--- src/rtl/sha256bsh_pkg.sv ---
`timescale 1ns / 1ps
// ----------------------------------------------------------------------------
// sha256bsh_pkg
// Types, round constants, initial hash values and round functions for the
// SHA-256 byte stream hasher.
// ----------------------------------------------------------------------------
package sha256bsh_pkg;

    typedef enum logic {
        KIND_BYTE   = 1'b0,
        KIND_FINISH = 1'b1
    } t_kind;

    typedef struct packed {
        logic       kind;
        logic [7:0] data_byte;
    } t_in_item;

    typedef struct packed {
        logic [31:0] digest_word;
        logic [2:0]  word_index;
        logic        last_word;
    } t_out_item;

    localparam logic [7:0]  PAD_MARK      = 8'h80;
    localparam logic [5:0]  LEN_POS       = 6'd56;
    localparam logic [5:0]  FILL_LAST     = 6'd63;
    localparam logic [5:0]  ROUND_LAST    = 6'd63;
    localparam logic [2:0]  WORD_LAST     = 3'd7;
    localparam logic [63:0] BLOCK_BITS    = 64'd512;

    function automatic logic [31:0] rotr(input logic [31:0] x, input int n);
        rotr = (x >> n) | (x << (32 - n));
    endfunction

    function automatic logic [31:0] big_sigma0(input logic [31:0] x);
        big_sigma0 = rotr(x, 2) ^ rotr(x, 13) ^ rotr(x, 22);
    endfunction

    function automatic logic [31:0] big_sigma1(input logic [31:0] x);
        big_sigma1 = rotr(x, 6) ^ rotr(x, 11) ^ rotr(x, 25);
    endfunction

    function automatic logic [31:0] small_sigma0(input logic [31:0] x);
        small_sigma0 = rotr(x, 7) ^ rotr(x, 18) ^ (x >> 3);
    endfunction

    function automatic logic [31:0] small_sigma1(input logic [31:0] x);
        small_sigma1 = rotr(x, 17) ^ rotr(x, 19) ^ (x >> 10);
    endfunction

    function automatic logic [31:0] hash_iv(input logic [2:0] idx);
        case (idx)
            3'd0: hash_iv = 32'h6a09e667;
            3'd1: hash_iv = 32'hbb67ae85;
            3'd2: hash_iv = 32'h3c6ef372;
            3'd3: hash_iv = 32'ha54ff53a;
            3'd4: hash_iv = 32'h510e527f;
            3'd5: hash_iv = 32'h9b05688c;
            3'd6: hash_iv = 32'h1f83d9ab;
            3'd7: hash_iv = 32'h5be0cd19;
            default: hash_iv = 32'h0;
        endcase
    endfunction

    function automatic logic [31:0] round_k(input logic [5:0] idx);
        case (idx)
            6'd0:  round_k = 32'h428a2f98;
            6'd1:  round_k = 32'h71374491;
            6'd2:  round_k = 32'hb5c0fbcf;
            6'd3:  round_k = 32'he9b5dba5;
            6'd4:  round_k = 32'h3956c25b;
            6'd5:  round_k = 32'h59f111f1;
            6'd6:  round_k = 32'h923f82a4;
            6'd7:  round_k = 32'hab1c5ed5;
            6'd8:  round_k = 32'hd807aa98;
            6'd9:  round_k = 32'h12835b01;
            6'd10: round_k = 32'h243185be;
            6'd11: round_k = 32'h550c7dc3;
            6'd12: round_k = 32'h72be5d74;
            6'd13: round_k = 32'h80deb1fe;
            6'd14: round_k = 32'h9bdc06a7;
            6'd15: round_k = 32'hc19bf174;
            6'd16: round_k = 32'he49b69c1;
            6'd17: round_k = 32'hefbe4786;
            6'd18: round_k = 32'h0fc19dc6;
            6'd19: round_k = 32'h240ca1cc;
            6'd20: round_k = 32'h2de92c6f;
            6'd21: round_k = 32'h4a7484aa;
            6'd22: round_k = 32'h5cb0a9dc;
            6'd23: round_k = 32'h76f988da;
            6'd24: round_k = 32'h983e5152;
            6'd25: round_k = 32'ha831c66d;
            6'd26: round_k = 32'hb00327c8;
            6'd27: round_k = 32'hbf597fc7;
            6'd28: round_k = 32'hc6e00bf3;
            6'd29: round_k = 32'hd5a79147;
            6'd30: round_k = 32'h06ca6351;
            6'd31: round_k = 32'h14292967;
            6'd32: round_k = 32'h27b70a85;
            6'd33: round_k = 32'h2e1b2138;
            6'd34: round_k = 32'h4d2c6dfc;
            6'd35: round_k = 32'h53380d13;
            6'd36: round_k = 32'h650a7354;
            6'd37: round_k = 32'h766a0abb;
            6'd38: round_k = 32'h81c2c92e;
            6'd39: round_k = 32'h92722c85;
            6'd40: round_k = 32'ha2bfe8a1;
            6'd41: round_k = 32'ha81a664b;
            6'd42: round_k = 32'hc24b8b70;
            6'd43: round_k = 32'hc76c51a3;
            6'd44: round_k = 32'hd192e819;
            6'd45: round_k = 32'hd6990624;
            6'd46: round_k = 32'hf40e3585;
            6'd47: round_k = 32'h106aa070;
            6'd48: round_k = 32'h19a4c116;
            6'd49: round_k = 32'h1e376c08;
            6'd50: round_k = 32'h2748774c;
            6'd51: round_k = 32'h34b0bcb5;
            6'd52: round_k = 32'h391c0cb3;
            6'd53: round_k = 32'h4ed8aa4a;
            6'd54: round_k = 32'h5b9cca4f;
            6'd55: round_k = 32'h682e6ff3;
            6'd56: round_k = 32'h748f82ee;
            6'd57: round_k = 32'h78a5636f;
            6'd58: round_k = 32'h84c87814;
            6'd59: round_k = 32'h8cc70208;
            6'd60: round_k = 32'h90befffa;
            6'd61: round_k = 32'ha4506ceb;
            6'd62: round_k = 32'hbef9a3f7;
            6'd63: round_k = 32'hc67178f2;
            default: round_k = 32'h0;
        endcase
    endfunction

endpackage

--- src/rtl/sha256_byte_stream_hasher_unit.sv ---
`timescale 1ns / 1ps
// Message bytes are taken one per cycle into a 512-bit shift window; every
// 64th byte starts a compression that runs one SHA-256 round per cycle on a
// single round unit (64 rounds, then a fold into the hash state), with
// the message schedule computed in place inside the same window. A finish
// transaction shifts in the padding and the big-endian bit length one byte a
// cycle (64 minus the fill bytes, plus 64 more when the fill is 56 or above),
// runs one or two compressions, then presents the eight digest words
// H0 first, one per cycle while the output side is ready. The input is not
// ready while a compression, padding or digest output is in progress.
// ----------------------------------------------------------------------------
// sha256_byte_stream_hasher_unit
// SHA-256 over a byte stream with a shared one-round-per-cycle compressor.
// ----------------------------------------------------------------------------
module sha256_byte_stream_hasher_unit (
    input  logic                    i_clk,
    input  logic                    i_rst_n,
    input  logic                    i_in_valid,
    output logic                    o_in_ready,
    input  sha256bsh_pkg::t_in_item i_in,
    output logic                    o_out_valid,
    input  logic                    i_out_ready,
    output sha256bsh_pkg::t_out_item o_out
);
    import sha256bsh_pkg::*;

    typedef enum logic [2:0] {
        ST_IDLE,
        ST_PAD,
        ST_COMP,
        ST_FOLD,
        ST_OUT
    } t_state;

    t_state        r_state;
    logic [31:0]   r_hash [8];
    logic [31:0]   r_v    [8];
    logic [31:0]   r_w    [16];
    logic [5:0]    r_fill;
    logic [5:0]    r_round;
    logic [63:0]   r_bits;
    logic [63:0]   r_len;
    logic          r_pad;
    logic          r_first;
    logic          r_len_ok;
    logic [2:0]    r_oidx;

    logic [7:0]    n_byte;
    logic [31:0]   n_w_byte  [16];
    logic [31:0]   n_w_round [16];
    logic [31:0]   n_v       [8];
    logic [31:0]   n_sched;
    logic [31:0]   n_t1;
    logic [31:0]   n_t2;

    // byte entering the window
    always_comb begin
        if (r_state == ST_PAD) begin
            if (r_first) begin
                n_byte = PAD_MARK;
            end else if (r_len_ok && (r_fill >= LEN_POS)) begin
                n_byte = r_len[63:56];
            end else begin
                n_byte = 8'h00;
            end
        end else begin
            n_byte = i_in.data_byte;
        end
    end

    always_comb begin
        for (int i = 0; i < 15; i++) begin
            n_w_byte[i] = {r_w[i][23:0], r_w[i+1][31:24]};
        end
        n_w_byte[15] = {r_w[15][23:0], n_byte};
    end

    // round unit and schedule
    always_comb begin
        n_sched = small_sigma1(r_w[14]) + r_w[9] + small_sigma0(r_w[1]) + r_w[0];
        for (int i = 0; i < 15; i++) begin
            n_w_round[i] = r_w[i+1];
        end
        n_w_round[15] = n_sched;

        n_t1 = r_v[7] + big_sigma1(r_v[4]) + ((r_v[4] & r_v[5]) ^ (~r_v[4] & r_v[6]))
             + round_k(r_round) + r_w[0];
        n_t2 = big_sigma0(r_v[0])
             + ((r_v[0] & r_v[1]) ^ (r_v[0] & r_v[2]) ^ (r_v[1] & r_v[2]));
        n_v[7] = r_v[6];
        n_v[6] = r_v[5];
        n_v[5] = r_v[4];
        n_v[4] = r_v[3] + n_t1;
        n_v[3] = r_v[2];
        n_v[2] = r_v[1];
        n_v[1] = r_v[0];
        n_v[0] = n_t1 + n_t2;
    end

    always_ff @(posedge i_clk) begin
        if (!i_rst_n) begin
            r_state  <= ST_IDLE;
            r_fill   <= '0;
            r_round  <= '0;
            r_bits   <= '0;
            r_pad    <= 1'b0;
            r_first  <= 1'b0;
            r_len_ok <= 1'b0;
            r_oidx   <= '0;
            for (int i = 0; i < 8; i++) begin
                r_hash[i] <= hash_iv(3'(i));
            end
        end else begin
            case (r_state)
                ST_IDLE: begin
                    if (i_in_valid) begin
                        if (i_in.kind == KIND_FINISH) begin
                            r_len    <= r_bits + {55'd0, r_fill, 3'd0};
                            r_pad    <= 1'b1;
                            r_first  <= 1'b1;
                            r_len_ok <= 1'b0;
                            r_state  <= ST_PAD;
                        end else begin
                            r_w    <= n_w_byte;
                            r_fill <= r_fill + 6'd1;
                            if (r_fill == FILL_LAST) begin
                                r_bits  <= r_bits + BLOCK_BITS;
                                r_pad   <= 1'b0;
                                r_v     <= r_hash;
                                r_round <= '0;
                                r_state <= ST_COMP;
                            end
                        end
                    end
                end
                ST_PAD: begin
                    r_w     <= n_w_byte;
                    r_fill  <= r_fill + 6'd1;
                    r_first <= 1'b0;
                    if (r_first && (r_fill < LEN_POS)) begin
                        r_len_ok <= 1'b1;
                    end
                    if (!r_first && r_len_ok && (r_fill >= LEN_POS)) begin
                        r_len <= {r_len[55:0], 8'h00};
                    end
                    if (r_fill == FILL_LAST) begin
                        r_v     <= r_hash;
                        r_round <= '0;
                        r_state <= ST_COMP;
                    end
                end
                ST_COMP: begin
                    r_v     <= n_v;
                    r_w     <= n_w_round;
                    r_round <= r_round + 6'd1;
                    if (r_round == ROUND_LAST) begin
                        r_state <= ST_FOLD;
                    end
                end
                ST_FOLD: begin
                    for (int i = 0; i < 8; i++) begin
                        r_hash[i] <= r_hash[i] + r_v[i];
                    end
                    if (!r_pad) begin
                        r_state <= ST_IDLE;
                    end else if (r_len_ok) begin
                        r_oidx  <= '0;
                        r_state <= ST_OUT;
                    end else begin
                        // padding spilled into a second block
                        r_len_ok <= 1'b1;
                        r_state  <= ST_PAD;
                    end
                end
                ST_OUT: begin
                    if (i_out_ready) begin
                        r_oidx <= r_oidx + 3'd1;
                        if (r_oidx == WORD_LAST) begin
                            for (int i = 0; i < 8; i++) begin
                                r_hash[i] <= hash_iv(3'(i));
                            end
                            r_fill  <= '0;
                            r_bits  <= '0;
                            r_pad   <= 1'b0;
                            r_state <= ST_IDLE;
                        end else begin
                            for (int i = 0; i < 7; i++) begin
                                r_hash[i] <= r_hash[i+1];
                            end
                            r_hash[7] <= r_hash[0];
                        end
                    end
                end
                default: begin
                    r_state <= ST_IDLE;
                end
            endcase
        end
    end

    assign o_in_ready        = (r_state == ST_IDLE);
    assign o_out_valid       = (r_state == ST_OUT);
    assign o_out.digest_word = r_hash[0];
    assign o_out.word_index  = r_oidx;
    assign o_out.last_word   = (r_oidx == WORD_LAST);

    // rounds only run on a complete block
    a_comp_full_block: assert property (@(posedge i_clk) disable iff (!i_rst_n)
        (r_state == ST_COMP) |-> (r_fill == 6'd0))
        else $error("compression running on a partial block");

    // digest words come out in order
    a_word_order: assert property (@(posedge i_clk) disable iff (!i_rst_n)
        (o_out_valid && i_out_ready && !o_out.last_word)
        |=> (o_out_valid && (o_out.word_index == $past(o_out.word_index) + 3'd1)))
        else $error("digest word index out of sequence");

    // hasher returns to its initial state after the last word
    a_restart: assert property (@(posedge i_clk) disable iff (!i_rst_n)
        (o_out_valid && i_out_ready && o_out.last_word)
        |=> (o_in_ready && (r_hash[0] == hash_iv(3'd0)) && (r_bits == 64'd0)))
        else $error("hash state not restored after digest");

    // input and output sides are never open together (checked after each fold)
    a_exclusive: assert property (@(posedge i_clk) disable iff (!i_rst_n)
        (r_state == ST_FOLD) |=> !(o_in_ready && o_out_valid))
        else $error("input ready while digest pending");

endmodule

--- config.mk ---
export PLATFORM = sky130hd
export DESIGN_NAME = sha256_byte_stream_hasher_unit
export DESIGN_NICKNAME = d
export VERILOG_FILES = /design/src/rtl/sha256bsh_pkg.sv /design/src/rtl/sha256_byte_stream_hasher_unit.sv
export SDC_FILE = /design/constraint.sdc
export NUM_CORES = 2
export LEC_CHECK = 0
export BUFFER_PORTS_ARGS = -buffer_cell sky130_fd_sc_hd__buf_4
export CORE_MARGIN = 2
export CORE_UTILIZATION = 40
export DETAILED_ROUTE_END_ITERATION = 8
export SYNTH_ARGS = -nofsm -noshare
export SYNTH_HDL_FRONTEND = slang
export SYNTH_SLANG_ARGS = --single-unit
--- constraint.sdc ---
create_clock -name i_clk -period 35.4 [get_ports i_clk]
set_clock_uncertainty 0.2 [all_clocks]
set_input_delay 7.08 -clock i_clk [delete_from_list [all_inputs] [get_ports i_clk]]
set_output_delay 7.08 -clock i_clk [all_outputs]
set_load 0.01 [all_outputs]
# Yosys cells after proc, flatten, opt, wreduce, memory -nomap -nowiden
# Memories as Yosys holds them, arrays and structs flattened. A register that Yosys moved wholly into a read port is not among the register bits.
# Cells that the tools add are included.
[totals] in_bits=13 memories=1 register_bits=1173 romBits=2048
[mem_list] name="(name not given)" words=64 width=32 rd=1 rd_ports_with_merged_regs=1 wr=0 line="sha256bsh_pkg.sv:67" rtl="case (idx)"
[classes] bitwise_logic=27 n_reduce_logical=23 add_sub_neg=23 mux=61 magnitude_cmp=2 n_eq_ne=19
[ops] operator="512-bit one-hot mux with 3 select lines" count=1
[ops] operator="256-bit 2-to-1 mux" count=5
[ops] operator="512-bit 2-to-1 mux" count=2
[ops] operator="256-bit one-hot mux with 3 select lines" count=1
[ops] operator="32-bit adder" count=18
[ops] operator="64-bit 2-to-1 mux" count=8
[ops] operator="256-bit one-hot mux with 2 select lines" count=1
[ops] operator="32-bit XOR" count=9
[ops] operator="64-bit one-hot mux with 2 select lines" count=2
[ops] operator="32-bit bitwise AND" count=5
[ops] operator="64-bit by 10-bit adder with 64-bit output, second input constant" count=1
[ops] operator="64-bit by 9-bit adder with 64-bit output" count=1
[ops] operator="6-bit 2-to-1 mux" count=9
[ops] operator="6-bit one-hot mux with 3 select lines" count=2
[ops] operator="3-bit 2-to-1 mux" count=11
[ops] operator="32-bit NOT" count=1
[ops] operator="10-bit by 32-bit OR with 32-bit output" count=1
[ops] operator="13-bit by 32-bit OR with 32-bit output" count=1
[ops] operator="14-bit by 32-bit OR with 32-bit output" count=1
[ops] operator="15-bit by 32-bit OR with 32-bit output" count=1
[ops] operator="19-bit by 32-bit OR with 32-bit output" count=1
[ops] operator="21-bit by 32-bit OR with 32-bit output" count=1
[ops] operator="25-bit by 32-bit OR with 32-bit output" count=1
[ops] operator="26-bit by 32-bit OR with 32-bit output" count=1
[ops] operator="31 further kinds" count=70

# Depth between registers and ports, before layout
[depth] word_depth=9 mapped_depth=36 depth_no_buf=35

# Worst setup path after synthesis
# Ideal clock, no wire load.
[synth_path] kind="input port to flip-flop" startpoint="input port i_rst_n" endpoint="register r_w, in the netlist n_w_byte[100] (enable)" t_arrival_ns=29.107 path_buffers=3 path_slack_ns=4.695 path_stages=5 path_cell_list="clkbuf_1 -> clkinv_1 -> clkbuf_1 -> clkbuf_1 -> nor2_1"
[synth_between] elab_chain_len=1
[synth_rtl] element="start: declaration" line="sha256_byte_stream_hasher_unit.sv:17" rtl="input logic i_rst_n,"
[synth_rtl] element="4-bit AND reduction (no line)"
[synth_rtl] element="end signal: assignment" line="sha256_byte_stream_hasher_unit.sv:124" rtl="r_w <= n_w_byte;"
[synth_rtl] element="end signal: assignment" line="sha256_byte_stream_hasher_unit.sv:137" rtl="r_w <= n_w_byte;"
[synth_rtl] element="end signal: assignment" line="sha256_byte_stream_hasher_unit.sv:154" rtl="r_w <= n_w_round;"
[synth_rtl] element="end: declaration" line="sha256_byte_stream_hasher_unit.sv:38" rtl="logic [31:0] r_w [16];"
# No other way between the ends.
# A chain may end at the register's enable or synchronous reset.

==> impl_metrics.py <==
metrics = {
    "run_status": {
        "status": "finished, final reports clean",
    },
    "hold_path": {
        "hold_path.startpoint": "r_fill[5]",
        "hold_path_end": "r_fill[5]",
        "hold_path_depth": 2,
        "worstHoldPathType": "reg2reg",
    },
    "clock_tree": {
        "hold_buffers": 0,
        "cts_made_buffers": 147,
        "clock-sinks": 1193,
        "clockBufferDepth": 3,
        "cts-resized-gates": 0,
        "clkTransAtPathRegs_ns": 0.06,
        "post_cts_buffers": 0,
        "clock_latency_ns": 0.81,
        "cts_tree": "yes",
        "h-tree-depth": 4,
        "cts_root_buf": "clkbuf_16",
    },
    "worst_setup_path": {
        "crit_path_end_kind": "flop",
        "crit_type": "in2reg",
        "crit_path_cell_trace": "buf_4, nand2b_1, a21bo_2, a21o_1, a22o_1, nand2_2, inv_1, ha_1, o21ai_0, nand2b_1, o22ai_1, o21ai_0",
        "crit_path_start_kind": "input pin",
        "rr_endpoint": "n_v[223]",
        "cp.required_ns": 35.87,
        "r2r_slack_ns": 25.93,
        "critPathMaxStageDelay_ns": 0.85,
        "crit_arrival_ns": 11.60,
        "worstReg2RegStart": "n_v[76]",
        "cp_top_family": "compound AO/OA/AOI/OAI gates",
        "crit_buf_inv": 2,
        "crit_slowest_cell": "ha_1",
        "cp_max_fo": 16,
        "r2r.worst_path.cells": 31,
    },
    "global_route": {
        "grt_max_degree": 178,
        "grt_pass1_wl_um": 404000,
        "grt_util_all_layers_pct": 26.0,
        "grt_pass1_vias": 62800,
        "antenna_found_initial": 7,
        "grt-ovfl-total": 0,
    },
    "place": {
        "hpwlAfterDp_um": 189000,
        "routabilityCongestion": 0.956,
        "placed_cells": 11300,
        "port_buffers": 50,
        "place_area_sq_mm": 0.0814,
    },
    "finish": {
        "final_cell_area_sq_mm": 0.0862,
        "syn_to_final_growth_pct": 8.85,
        "final_cell_count_no_fill": 11500,
        "nets": 9372,
        "drive_gt1_share_pct": 6.00,
    },
    "synth": {
        "synth_top_family_by_area": "simple AND/OR/NAND/NOR gates",
        "synth_simple_gate_area_share_pct": 18.1,
        "syn_avg_cell_area_sq_um": 8.74,
        "synth_top_flop_cell": "edfxtp_1",
        "synth_compound_area_share_pct": 16.5,
        "ys_top_cells_by_count": "2336 x nand2_1, 829 x edfxtp_1, 590 x o21ai_0",
        "synthMuxAreaShare_pct": 1.49,
        "synth_edf_count": 829,
        "yosysTopAreaCell": "edfxtp_1",
        "synthArstFlopShare_pct": 0,
        "synth_seq_cells": 1193,
        "yosys-top-cells-area": "edfxtp_1 31%, nand2_1 11%, dfxtp_1 9.2%",
        "seq_area_frac_synth_pct": 40.6,
        "synth.distinct_cells": 103,
        "synthXorXnorAreaFrac_pct": 6.59,
        "synth_nets": 9666,
        "syn_inst": 9063,
        "synthesis.area_sq_mm": 0.0792,
        "synth_most_common_cell": "nand2_1",
        "yosysWarnings": 0,
        "synth_top_area_share_pct": 31.4,
        "synthAdderAreaFrac_pct": 11.2,
    },
    "timing": {
        "final.min_clock_period_ns": 11.14,
        "period_share_pct": 31.5,
        "hold_viol_final": 0,
        "fmax_ghz": 0.0898,
        "final_max_slew_viol_count": 0,
        "setup-violations-final": 0,
        "final.setup.tns_ns": 0,
        "slew-limit-headroom_pct": 1.59,
        "rsz0062_at_grt": "no",
        "worst_pin_slew_ns": 1.48,
    },
    "floorplan": {
        "die_area_sq_mm": 0.201,
        "die-width_um": 449,
        "fp.coreArea_sq_mm": 0.197,
        "initial_core_util_pct": 40.2,
        "fp-row-count": 163,
        "ios": 51,
        "die_h_um": 449,
    },
    "routing": {
        "routedWlPerCell_um": 23.3,
        "wl_um": 269000,
        "first_iter_violations": 6679,
        "drt_pass1_iterations": 6,
        "vias": 65900,
        "postRouteAntennaNets": 0,
        "drc": 0,
        "vias_per_cell": 5.71,
    },
    "power": {
        "p_per_area_mw_per_mm2": 37.7,
        "power_leakage_nw": 34.9,
        "ir_drop_mv": 0.0300,
    },
    "run": {
        "maxCapViolCount": 0,
    },
}
## stage by stage
| stage | util, % | worst slack [ns] | hold slack, ns | total power [mW] |
|---|---|---|---|---|
| after detailed placement | 41.3 | 23.47 | 0.285 | 1.74 |
| after global routing | 43.7 | 24.06 | 0.328 | 3.35 |
| after CTS | 43.7 | 24.30 | 0.294 | 3.27 |
| after global placement | 41.3 | 23.52 | 0.276 | 1.74 |
| after floorplan | - | 4.70 | 0.256 | 1.70 |
| final | 43.7 | 24.26 | 0.299 | 3.25 |
## kinds of logic after synthesis
logic type               after synthesis
AO/OA/AOI/OAI                       2029
XOR/XNOR                             594
adder cells (fa/ha/maj)              596
buffers and inverters               1095
flip-flops                          1193
multiplexers                         107
AND/OR/NAND/NOR                     3449
## worst min-delay path: cells and delay by family (launching register included)
family / cells / cell delay, ns
AOI/OAI and AO/OA: 2 / 0.13
DFF: 1 / 0.32
## routing by layer
metal  wire, um  GRT usage [%]  vias up
met5         13              0        -
met4      10300           9.30        2
met3      20200           4.50      455
met2     120000           40.6     2516
met1     119000           36.2    32100
li1           -              -    30800
## state kept, by name (all words and copies together), names as in the netlist, named ones only
name      count
n_v         192
r_first       1
r_v          64
r_oidx        3
o_out        32
r_round       6
n_w_byte    504
r_w           8
r_len        61
r_state       3
r_pad         1
r_fill        6
r_len_ok      1
r_hash      224
r_bits       55
## cell usage in the layout, fill, tap and decap left out, drive strengths merged, types with 147 or more instances in the layout
cell / n
a21o: 216
a21oi: 453
buf: 147
clkbuf: 194
dfxtp: 364
edfxtp: 829
fa: 195
ha: 395
inv: 510
nand2: 2338
nand3: 158
nor2: 453
o21ai: 611
xnor2: 361
xor2: 232
## worst max path at each step
stage | from | depth (start not counted) | slack (ns) | endpoint
after global routing | i_rst_n | 7 | 24.06 | n_w_byte[292]
after CTS | i_rst_n | 7 | 24.30 | n_w_byte[257]
after detailed placement | i_rst_n | 7 | 23.47 | n_w_byte[313]
after global placement | i_rst_n | 7 | 23.52 | n_w_byte[305]
final | i_in[8] | 12 | 24.26 | flop
after floorplan | i_rst_n | 5 | 4.70 | n_w_byte[100]
## area by class of cell
type                       count  area (sq um)
fill                       19400        111000
multi-input combinational   6775         42800
sequential                  1193         32200
clock buffer                 194          4020
tap                         2640          3300
inverter                     505          1910
timing repair buffer         147          1140
clock inverter                72           772
antenna                        5          12.5
## power by group
part | internal, mW | total [mW] | leakage, nW | switching (mW)
logic | 0.0643 | 0.185 | 22.5 | 0.121
registers | 1.51 | 1.53 | 10.0 | 0.0156
clock network | 0.889 | 1.53 | 2.34 | 0.643
(Power assumes the default switching activity.)
